**src/rtl/core/bc1_bc3_block_decoder_macros.svh**
```systemverilog
// assertion helpers included by the prep and row emitter modules
`ifndef BC1_BC3_BLOCK_DECODER_MACROS_SVH
`define BC1_BC3_BLOCK_DECODER_MACROS_SVH

// same-cycle implication, quiet while reset is asserted
`define BC13_ASSERT_IMPL(lbl, ante, cons, msg) \
    lbl: assert property (@(posedge aclk) disable iff (!aresetn) (ante) |-> (cons)) \
        else $error(msg);

// next-cycle implication, quiet while reset is asserted
`define BC13_ASSERT_NEXT(lbl, ante, cons, msg) \
    lbl: assert property (@(posedge aclk) disable iff (!aresetn) (ante) |=> (cons)) \
        else $error(msg);

`endif

```
**src/rtl/core/bc13_pkg.sv**
```systemverilog
`timescale 1ns / 1ps

package bc13_pkg;

    // reciprocals for truncating division by 3, 5 and 7
    localparam logic [9:0]  RECIP3 = 10'd683;
    localparam logic [11:0] RECIP5 = 12'd3277;
    localparam logic [11:0] RECIP7 = 12'd2341;

    localparam logic [7:0] ALPHA_OPAQUE = 8'hFF;
    localparam logic [7:0] ALPHA_CLEAR  = 8'h00;

    localparam logic [1:0] LAST_ROW = 2'd3;

    // decoded endpoints and interpolation sums, one block
    typedef struct packed {
        logic              four;
        logic              bc3;
        logic              amode8;
        logic [2:0][7:0]   e0;
        logic [2:0][7:0]   e1;
        logic [2:0][9:0]   sum_a;
        logic [2:0][9:0]   sum_b;
        logic [7:0]        a0;
        logic [7:0]        a1;
        logic [5:0][10:0]  anum;
        logic [31:0]       cidx;
        logic [47:0]       aidx;
    } prep_t;

    // finished palettes plus the texel indices, one block
    typedef struct packed {
        logic [3:0][23:0]  pal;
        logic [7:0][7:0]   apal;
        logic [31:0]       cidx;
        logic [47:0]       aidx;
    } pal_blk_t;

    // widen a 5-bit channel by bit replication
    function automatic logic [7:0] widen5(input logic [4:0] v);
        return {v, v[4:2]};
    endfunction

    // widen a 6-bit channel by bit replication
    function automatic logic [7:0] widen6(input logic [5:0] v);
        return {v, v[5:4]};
    endfunction

    // floor(x / 3) for x below 768
    function automatic logic [7:0] div3(input logic [9:0] x);
        logic [19:0] p;
        p = 20'(x) * 20'(RECIP3);
        return p[18:11];
    endfunction

    // floor(x / 5) for x up to 1275
    function automatic logic [7:0] div5(input logic [10:0] x);
        logic [22:0] p;
        p = 23'(x) * 23'(RECIP5);
        return p[21:14];
    endfunction

    // floor(x / 7) for x up to 1785
    function automatic logic [7:0] div7(input logic [10:0] x);
        logic [22:0] p;
        p = 23'(x) * 23'(RECIP7);
        return p[21:14];
    endfunction

endpackage

```
**src/rtl/core/bc1_bc3_block_decoder.sv**
```systemverilog
`timescale 1ns / 1ps

// BC1/BC3 block decoder: takes one compressed 4x4 block per item on the s_ side
// (tdata bits 63:0 alpha half, 127:64 color half) and returns four row items on
// the m_ side, top row first, each with four RGBA8 texels, the row number in
// tuser and tlast on the fourth row. A block passes a prep stage, a palette
// stage and a row emitter, held in turn in the prep, palette, block holder and
// output registers. The row emitter sends one row per cycle while m_tready is
// high and takes the next block as the last row of the old one is loaded, so
// back to back blocks keep the output busy every cycle. Register 0 (block_format,
// byte address 0) picks BC1 when 0 and BC3 when 1; write it only while idle.

module bc1_bc3_block_decoder (
    input  logic         aclk,
    input  logic         aresetn,
    // block input
    input  logic         s_tvalid,
    output logic         s_tready,
    input  logic [127:0] s_tdata,   // alpha_block, color_block
    // row output
    output logic         m_tvalid,
    input  logic         m_tready,
    output logic [127:0] m_tdata,   // pixel_zero, pixel_one, pixel_two, pixel_three
    output logic [1:0]   m_tuser,   // row_index
    output logic         m_tlast,   // last_row
    // configuration
    input  logic         psel,
    input  logic         penable,
    input  logic         pwrite,
    input  logic [2:0]   paddr,
    input  logic [31:0]  pwdata,
    output logic [31:0]  prdata,
    output logic         pready
);
    import bc13_pkg::*;

    logic     fmt_reg;
    logic     prep_valid;
    logic     prep_ready;
    prep_t    prep_data;
    logic     pal_valid;
    logic     pal_ready;
    pal_blk_t pal_data;

    // configuration register
    assign pready = 1'b1;
    assign prdata = paddr[2] ? 32'd0 : {31'd0, fmt_reg};

    always_ff @(posedge aclk) begin
        if (!aresetn) begin
            fmt_reg <= 1'b0;
        end else if (psel && penable && pwrite && pready && !paddr[2]) begin
            fmt_reg <= pwdata[0];
        end
    end

    // endpoint and numerator stage
    bc13_prep u_prep (
        .aclk        (aclk),
        .aresetn     (aresetn),
        .bc3_mode    (fmt_reg),
        .in_valid    (s_tvalid),
        .in_ready    (s_tready),
        .alpha_block (s_tdata[63:0]),
        .color_block (s_tdata[127:64]),
        .out_valid   (prep_valid),
        .out_ready   (prep_ready),
        .out_data    (prep_data)
    );

    // palette stage
    bc13_palette u_palette (
        .aclk      (aclk),
        .aresetn   (aresetn),
        .in_valid  (prep_valid),
        .in_ready  (prep_ready),
        .in_data   (prep_data),
        .out_valid (pal_valid),
        .out_ready (pal_ready),
        .out_data  (pal_data)
    );

    // row emitter with output register
    bc13_row_emit u_row_emit (
        .aclk     (aclk),
        .aresetn  (aresetn),
        .in_valid (pal_valid),
        .in_ready (pal_ready),
        .in_data  (pal_data),
        .m_tvalid (m_tvalid),
        .m_tready (m_tready),
        .m_tdata  (m_tdata),
        .m_tuser  (m_tuser),
        .m_tlast  (m_tlast)
    );

endmodule

```
**src/rtl/core/bc13_prep.sv**
```systemverilog
`timescale 1ns / 1ps
`include "bc1_bc3_block_decoder_macros.svh"

module bc13_prep (
    input  logic            aclk,
    input  logic            aresetn,
    input  logic            bc3_mode,
    input  logic            in_valid,
    output logic            in_ready,
    input  logic [63:0]     alpha_block,
    input  logic [63:0]     color_block,
    output logic            out_valid,
    input  logic            out_ready,
    output bc13_pkg::prep_t out_data
);
    import bc13_pkg::*;

    logic  vld_reg;
    prep_t data_reg;
    prep_t data_next;

    // endpoint widening, mode choice and palette numerators
    always_comb begin
        logic [15:0] c0;
        logic [15:0] c1;
        logic [10:0] wa;
        logic [10:0] wb;
        c0 = color_block[15:0];
        c1 = color_block[31:16];
        data_next.bc3  = bc3_mode;
        data_next.four = bc3_mode || (c0 > c1);
        data_next.e0[0] = widen5(c0[15:11]);
        data_next.e0[1] = widen6(c0[10:5]);
        data_next.e0[2] = widen5(c0[4:0]);
        data_next.e1[0] = widen5(c1[15:11]);
        data_next.e1[1] = widen6(c1[10:5]);
        data_next.e1[2] = widen5(c1[4:0]);
        for (int ch = 0; ch < 3; ch++) begin
            if (data_next.four) begin
                data_next.sum_a[ch] = {1'b0, data_next.e0[ch], 1'b0} + 10'(data_next.e1[ch]);
            end else begin
                data_next.sum_a[ch] = 10'(data_next.e0[ch]) + 10'(data_next.e1[ch]);
            end
            data_next.sum_b[ch] = 10'(data_next.e0[ch]) + {1'b0, data_next.e1[ch], 1'b0};
        end
        data_next.a0     = alpha_block[7:0];
        data_next.a1     = alpha_block[15:8];
        data_next.amode8 = alpha_block[7:0] > alpha_block[15:8];
        wa = 11'(alpha_block[7:0]);
        wb = 11'(alpha_block[15:8]);
        for (int k = 1; k <= 6; k++) begin
            if (data_next.amode8) begin
                data_next.anum[k-1] = 11'(7 - k) * wa + 11'(k) * wb;
            end else if (k <= 4) begin
                data_next.anum[k-1] = 11'(5 - k) * wa + 11'(k) * wb;
            end else begin
                data_next.anum[k-1] = '0;
            end
        end
        data_next.cidx = color_block[63:32];
        data_next.aidx = alpha_block[63:16];
    end

    assign in_ready  = !vld_reg || out_ready;
    assign out_valid = vld_reg;
    assign out_data  = data_reg;

    // stage register
    always_ff @(posedge aclk) begin
        if (!aresetn) begin
            vld_reg <= 1'b0;
        end else if (in_ready) begin
            vld_reg <= in_valid;
        end
        if (in_valid && in_ready) begin
            data_reg <= data_next;
        end
    end

endmodule

```
**src/rtl/core/bc13_palette.sv**
```systemverilog
`timescale 1ns / 1ps

module bc13_palette (
    input  logic               aclk,
    input  logic               aresetn,
    input  logic               in_valid,
    output logic               in_ready,
    input  bc13_pkg::prep_t    in_data,
    output logic               out_valid,
    input  logic               out_ready,
    output bc13_pkg::pal_blk_t out_data
);
    import bc13_pkg::*;

    logic     vld_reg;
    pal_blk_t data_reg;
    pal_blk_t data_next;

    // color and alpha palettes by reciprocal multiplication, with a halving shift for the three-color midpoint
    always_comb begin
        for (int ch = 0; ch < 3; ch++) begin
            data_next.pal[0][8*ch +: 8] = in_data.e0[ch];
            data_next.pal[1][8*ch +: 8] = in_data.e1[ch];
            if (in_data.four) begin
                data_next.pal[2][8*ch +: 8] = div3(in_data.sum_a[ch]);
                data_next.pal[3][8*ch +: 8] = div3(in_data.sum_b[ch]);
            end else begin
                data_next.pal[2][8*ch +: 8] = in_data.sum_a[ch][8:1];
                data_next.pal[3][8*ch +: 8] = 8'h00;
            end
        end
        if (!in_data.bc3) begin
            data_next.apal = {8{ALPHA_OPAQUE}};
        end else begin
            data_next.apal[0] = in_data.a0;
            data_next.apal[1] = in_data.a1;
            for (int k = 1; k <= 6; k++) begin
                if (in_data.amode8) begin
                    data_next.apal[k+1] = div7(in_data.anum[k-1]);
                end else begin
                    data_next.apal[k+1] = div5(in_data.anum[k-1]);
                end
            end
            if (!in_data.amode8) begin
                data_next.apal[6] = ALPHA_CLEAR;
                data_next.apal[7] = ALPHA_OPAQUE;
            end
        end
        data_next.cidx = in_data.cidx;
        data_next.aidx = in_data.aidx;
    end

    assign in_ready  = !vld_reg || out_ready;
    assign out_valid = vld_reg;
    assign out_data  = data_reg;

    // stage register
    always_ff @(posedge aclk) begin
        if (!aresetn) begin
            vld_reg <= 1'b0;
        end else if (in_ready) begin
            vld_reg <= in_valid;
        end
        if (in_valid && in_ready) begin
            data_reg <= data_next;
        end
    end

endmodule

```
**src/rtl/core/bc13_row_emit.sv**
```systemverilog
`timescale 1ns / 1ps
`include "bc1_bc3_block_decoder_macros.svh"

module bc13_row_emit (
    input  logic               aclk,
    input  logic               aresetn,
    input  logic               in_valid,
    output logic               in_ready,
    input  bc13_pkg::pal_blk_t in_data,
    output logic               m_tvalid,
    input  logic               m_tready,
    output logic [127:0]       m_tdata,   // pixel_zero, pixel_one, pixel_two, pixel_three
    output logic [1:0]         m_tuser,   // row_index
    output logic               m_tlast
);
    import bc13_pkg::*;

    logic             blk_vld_reg;
    pal_blk_t         blk_reg;
    logic [1:0]       row_cnt_reg;
    logic             out_vld_reg;
    logic [1:0]       out_row_reg;
    logic             out_last_reg;
    logic [3:0][31:0] out_pix_reg;
    logic [3:0][31:0] out_pix_next;
    logic             out_load;

    // select the texels of the current row from the palettes
    always_comb begin
        logic [3:0] t;
        logic [4:0] coff;
        logic [5:0] aoff;
        logic [1:0] ci;
        logic [2:0] ai;
        for (int col = 0; col < 4; col++) begin
            t    = {row_cnt_reg, 2'(col)};
            coff = {t, 1'b0};
            aoff = {1'b0, t, 1'b0} + {2'b00, t};
            ci   = blk_reg.cidx[coff +: 2];
            ai   = blk_reg.aidx[aoff +: 3];
            out_pix_next[col] = {blk_reg.apal[ai], blk_reg.pal[ci]};
        end
    end

    assign out_load = blk_vld_reg && (!out_vld_reg || m_tready);
    assign in_ready = !blk_vld_reg || (out_load && (row_cnt_reg == LAST_ROW));

    // block holder, row counter and output register
    always_ff @(posedge aclk) begin
        if (!aresetn) begin
            blk_vld_reg <= 1'b0;
            row_cnt_reg <= '0;
            out_vld_reg <= 1'b0;
        end else begin
            if (out_load) begin
                out_vld_reg <= 1'b1;
                row_cnt_reg <= row_cnt_reg + 2'd1;
            end else if (m_tready) begin
                out_vld_reg <= 1'b0;
            end
            // a new block takes over as the last row of the old one leaves
            if (in_valid && in_ready) begin
                blk_vld_reg <= 1'b1;
            end else if (out_load && (row_cnt_reg == LAST_ROW)) begin
                blk_vld_reg <= 1'b0;
            end
        end
        if (out_load) begin
            out_pix_reg  <= out_pix_next;
            out_row_reg  <= row_cnt_reg;
            out_last_reg <= (row_cnt_reg == LAST_ROW);
        end
        if (in_valid && in_ready) begin
            blk_reg <= in_data;
        end
    end

    assign m_tvalid = out_vld_reg;
    assign m_tdata  = out_pix_reg;
    assign m_tuser  = out_row_reg;
    assign m_tlast  = out_last_reg;

    // rows of one block leave back to back and in order
    `BC13_ASSERT_NEXT(a_row_step, out_vld_reg && m_tready && !out_last_reg, out_vld_reg && (out_row_reg == $past(out_row_reg) + 2'd1), "row sequence broken")
    // a block in flight is never dropped mid-run
    `BC13_ASSERT_IMPL(a_cnt_blk, row_cnt_reg != 2'd0, blk_vld_reg, "row counter without block")
    // a new block only replaces one whose last row is leaving
    `BC13_ASSERT_IMPL(a_no_overwrite, in_valid && in_ready && blk_vld_reg, out_load && (row_cnt_reg == LAST_ROW), "block overwritten early")
    // last marker follows the row number
    `BC13_ASSERT_IMPL(a_last_row, out_vld_reg, out_last_reg == (out_row_reg == LAST_ROW), "last marker mismatch")

endmodule

```
**config.mk**
```make
export PLATFORM = sky130hd
export DESIGN_NAME = bc1_bc3_block_decoder
export DESIGN_NICKNAME = d
export VERILOG_FILES = /design/src/rtl/core/bc13_pkg.sv /design/src/rtl/core/bc1_bc3_block_decoder.sv /design/src/rtl/core/bc13_prep.sv /design/src/rtl/core/bc13_palette.sv /design/src/rtl/core/bc13_row_emit.sv
export VERILOG_INCLUDE_DIRS = /design/src /design/src/rtl/core
export SDC_FILE = /design/constraint.sdc
export NUM_CORES = 2
export LEC_CHECK = 0
export BUFFER_PORTS_ARGS = -buffer_cell sky130_fd_sc_hd__buf_2
export CAP_MARGIN = 20
export CORE_ASPECT_RATIO = 1.75
export CORE_MARGIN = 2
export CORE_UTILIZATION = 40
export DETAILED_ROUTE_END_ITERATION = 7
export GPL_TIMING_DRIVEN = 0
export PLACE_DENSITY = 0.53
export SETUP_SLACK_MARGIN = 0.15
export SLEW_MARGIN = 0
export SYNTH_ARGS = -nofsm -noshare
export SYNTH_HDL_FRONTEND = slang
export SYNTH_SLANG_ARGS = --single-unit
```
**constraint.sdc**
```tcl
create_clock -name aclk -period 33.5 [get_ports aclk]
set_clock_uncertainty 0.2 [all_clocks]
set_input_delay 8.375 -clock aclk [delete_from_list [all_inputs] [get_ports aclk]]
set_output_delay 8.375 -clock aclk [all_outputs]
set_load 0.02 [all_outputs]
```
==> key figures <==
Timing
  – Fmax: about 0.055 GHz
  – Fin crit share: between 50% and 60%
  – Min Clock Period, post-route: 18.30 ns
  – Final Hold Fails: 0
  – Setup Viol. Count Final: 0
  – Setup TNS: 0 ns
  – Slew margin rel.: between 30% and 40%
  – Max-slew violations: 0
  – RSZ-0062 raised after global routing: no
  – Measured slew at the worst slew-check pin: approximately 1 ns
  – Hold_ws: between 0.2 and 0.25 ns

Floorplan
  – Starting Density: between 40% and 50%
  – I/O Pins: between 300 and 400
  – DIE HEIGHT: 540 µm
  – Area of the core: ~160000 µm²
  – Full die area: between 150000 and 200000 µm²
  – FP Rows: ~200
  – DIE WIDTH: between 300 and 400 µm

Clock network
  – Clk Latency, worst-skew pair: roughly 0.7 ns
  – Total CTS buffers: 86
  – # clock sinks: between 800 and 900
  – Reg clk slew, reported paths: approximately 0.08 ns
  – Clk buf depth: 3
  – Setup Buffers After CTS: 0
  – Root buf cell: clkbuf_16
  – Clock H-tree levels: 3
  – Hold-fix buffers at CTS: 0
  – TritonCTS clock tree: yes
  – Post-CTS resize count: 0

Setup path
  – WP buf/inv: 2
  – Cell breakdown of the critical path: buf_2, nand2b_1, a21oi_1, nand3_1, buf_2
  – Critical path's largest stage delay: ~0.67 ns
  – Critical path launch point type: input port
  – Crit path max-delay family: compound AO/OA/AOI/OAI gates
  – Worst Path Required: approximately 25 ns
  – Crit Path Class: in -> out
  – Most frequent CP cell: buf_2
  – Worst Path Max Fanout: 6
  – CP arrival: 9.73 ns
  – Slowest CP cell: a21oi_1
  – Worst setup EP type: output pin

Layout
  – Share of layout cells above drive strength 1: a little under an eighth
  – Nets@finish: 7560
  – Area added between synthesis and finish: 11.9%
  – Fillers: around 15000
  – Max reg flops: 250

Synthesis
  – Seq/Total Area, Yosys: 38.1%
  – FFs w/ async S/R, synth: 0%
  – Count leader, synth: ha_1
  – Post-Syn Area: about 66000 µm²
  – Syn Inst Count: 5455
  – Synthesized area per cell: approximately 12 µm²
  – Largest area contributor in the netlist: edfxtp_1
  – Yosys cell types: 78
  – Share of the synthesized area in the top cell type: 37.9%
  – Ys Warns: 0
  – Most instantiated cells after synthesis: ha_1, inv_1, edfxtp_1
  – Ys flop type: edfxtp_1
  – Top post-synthesis cells by area: edfxtp_1, ha_1, fa_1
  – Seq cells post-synth: ~840
  – Post-synth EDFFs: about 830

Pwr
  – Static Leak: between 30 and 40 nW
  – Peak supply drop: roughly 0.00012 V
  – PwrDens: ~97 nW/µm²
  – Overall power: 7.11 mW

Routing
  – Drt drc: 0
  – Initial drt markers: approximately 1700
  – WL/cell: roughly 22 µm
  – Post-Route WL: about 180 mm
  – Routed Antenna Nets: 0
  – Via Count: 41900
  – Vias/cell: about 5.2
  – Router iterations before antenna repair: 5

Place
  – Detailed Place HPWL: roughly 150 mm
  – Port buffer count: 270
  – Routability congestion estimate: just over 0.9

Global routing
  – Number of global-route vias before repair: approximately 45000
  – Antenna violations before repair: 11
  – Global-route wire length before repair: between 200 and 300 mm
  – Total track usage: between 20% and 30%
  – Pin count of the biggest net entering global routing: 97
  – Grt total ovfl: 0

Outcome
  – Outcome: completed

Min path
  – Worst Hold Class: reg -> reg

Job
  – Max-capacitance violation count: 0
routing by layer:
metal | wire (µm) | vias to the layer above | track usage (%) | part of all wire, %
met5 | 15 | - | 0 | 0.0083
met4 | 12100 | 2 | 13.3 | 6.7
met3 | 5680 | 390 | 2.50 | 3.2
met2 | 102000 | 858 | 43.4 | 57
met1 | 60300 | 20600 | 20.7 | 34
li1 | - | 20000 | - | -
stage by stage:
| step | area [µm²] | utilization (%) | instances | worst slack, ns |
|---|---|---|---|---|
| final | 73500 | 45.1 | 8124 | 15.20 |
| after global routing | 73500 | 45.1 | 8122 | 15.08 |
| after CTS | 73500 | 45.0 | 8121 | 15.19 |
| after detailed placement | 70700 | 43.3 | 7968 | 15.20 |
| after global placement | 69900 | 42.8 | 7933 | -3.21 |
| after floorplan | 65800 | - | 5485 | 7.38 |
cells in the final DEF, fill, tap and decap left out, types with 38 or more instances in the layout:
master and count:
nor2b_1 59, xnor2_1 177, o21bai_1 48, inv_1 960, mux4_2 68, buf_4 38
a21o_1 77, clkbuf_16 88, clkbuf_1 61, edfxtp_1 829, nor3_1 52, o21ai_0 148
mux2_2 66, a211oi_1 49, ha_1 1148, nand2_1 175, o211ai_1 46, a21oi_1 288
fa_1 364, buf_2 307, mux2i_1 205, nor2_1 138, xor2_1 77
final timing paths:
path                                from                      end  slack, ns  depth (start not counted)
hold / removal    u_palette.out_data[73]   u_row_emit.blk_reg[73]       0.20                          0
setup reg to reg    u_prep.out_data[111]  u_palette.out_data[119]      27.04                         18
setup / recovery                m_tready                 s_tready      15.20                          5
hold reg to reg   u_palette.out_data[73]   u_row_emit.blk_reg[73]       0.20                          0
power breakdown:
part | leakage [nW] | switching, mW | internal, mW
Clock | 1.35 | 0.426 | 0.553
Sequential | 7.81 | 0.104 | 1.33
Combinational | 24.4 | 2.68 | 2.01
layout make-up:
type,instances,area [µm²],share of cell area (%)
Clock buffer,96,2230,3.04
Multi-Input combinational cell,3554,36500,49.6
Tap cell,2178,2730,3.71
Clock inverter,57,583,0.794
Buffer,133,709,0.966
Timing Repair Buffer,305,2100,2.86
Inverter,962,3620,4.92
Antenna cell,3,7.51,0.0102
Sequential cell,836,25000,34.1
cell families after synthesis:
group | after synthesis | share of synthesized area (%)
buf+inv | 1095 | 6.58
xor+xnor | 254 | 3.39
other cells | 2 | 0.0114
mux | 339 | 6.59
simple gates | 592 | 4.35
compound gates | 825 | 7.99
flops | 836 | 38.1
fa+ha+maj | 1512 | 33.0
No activity file was read; power rests on OpenSTA's default activity.
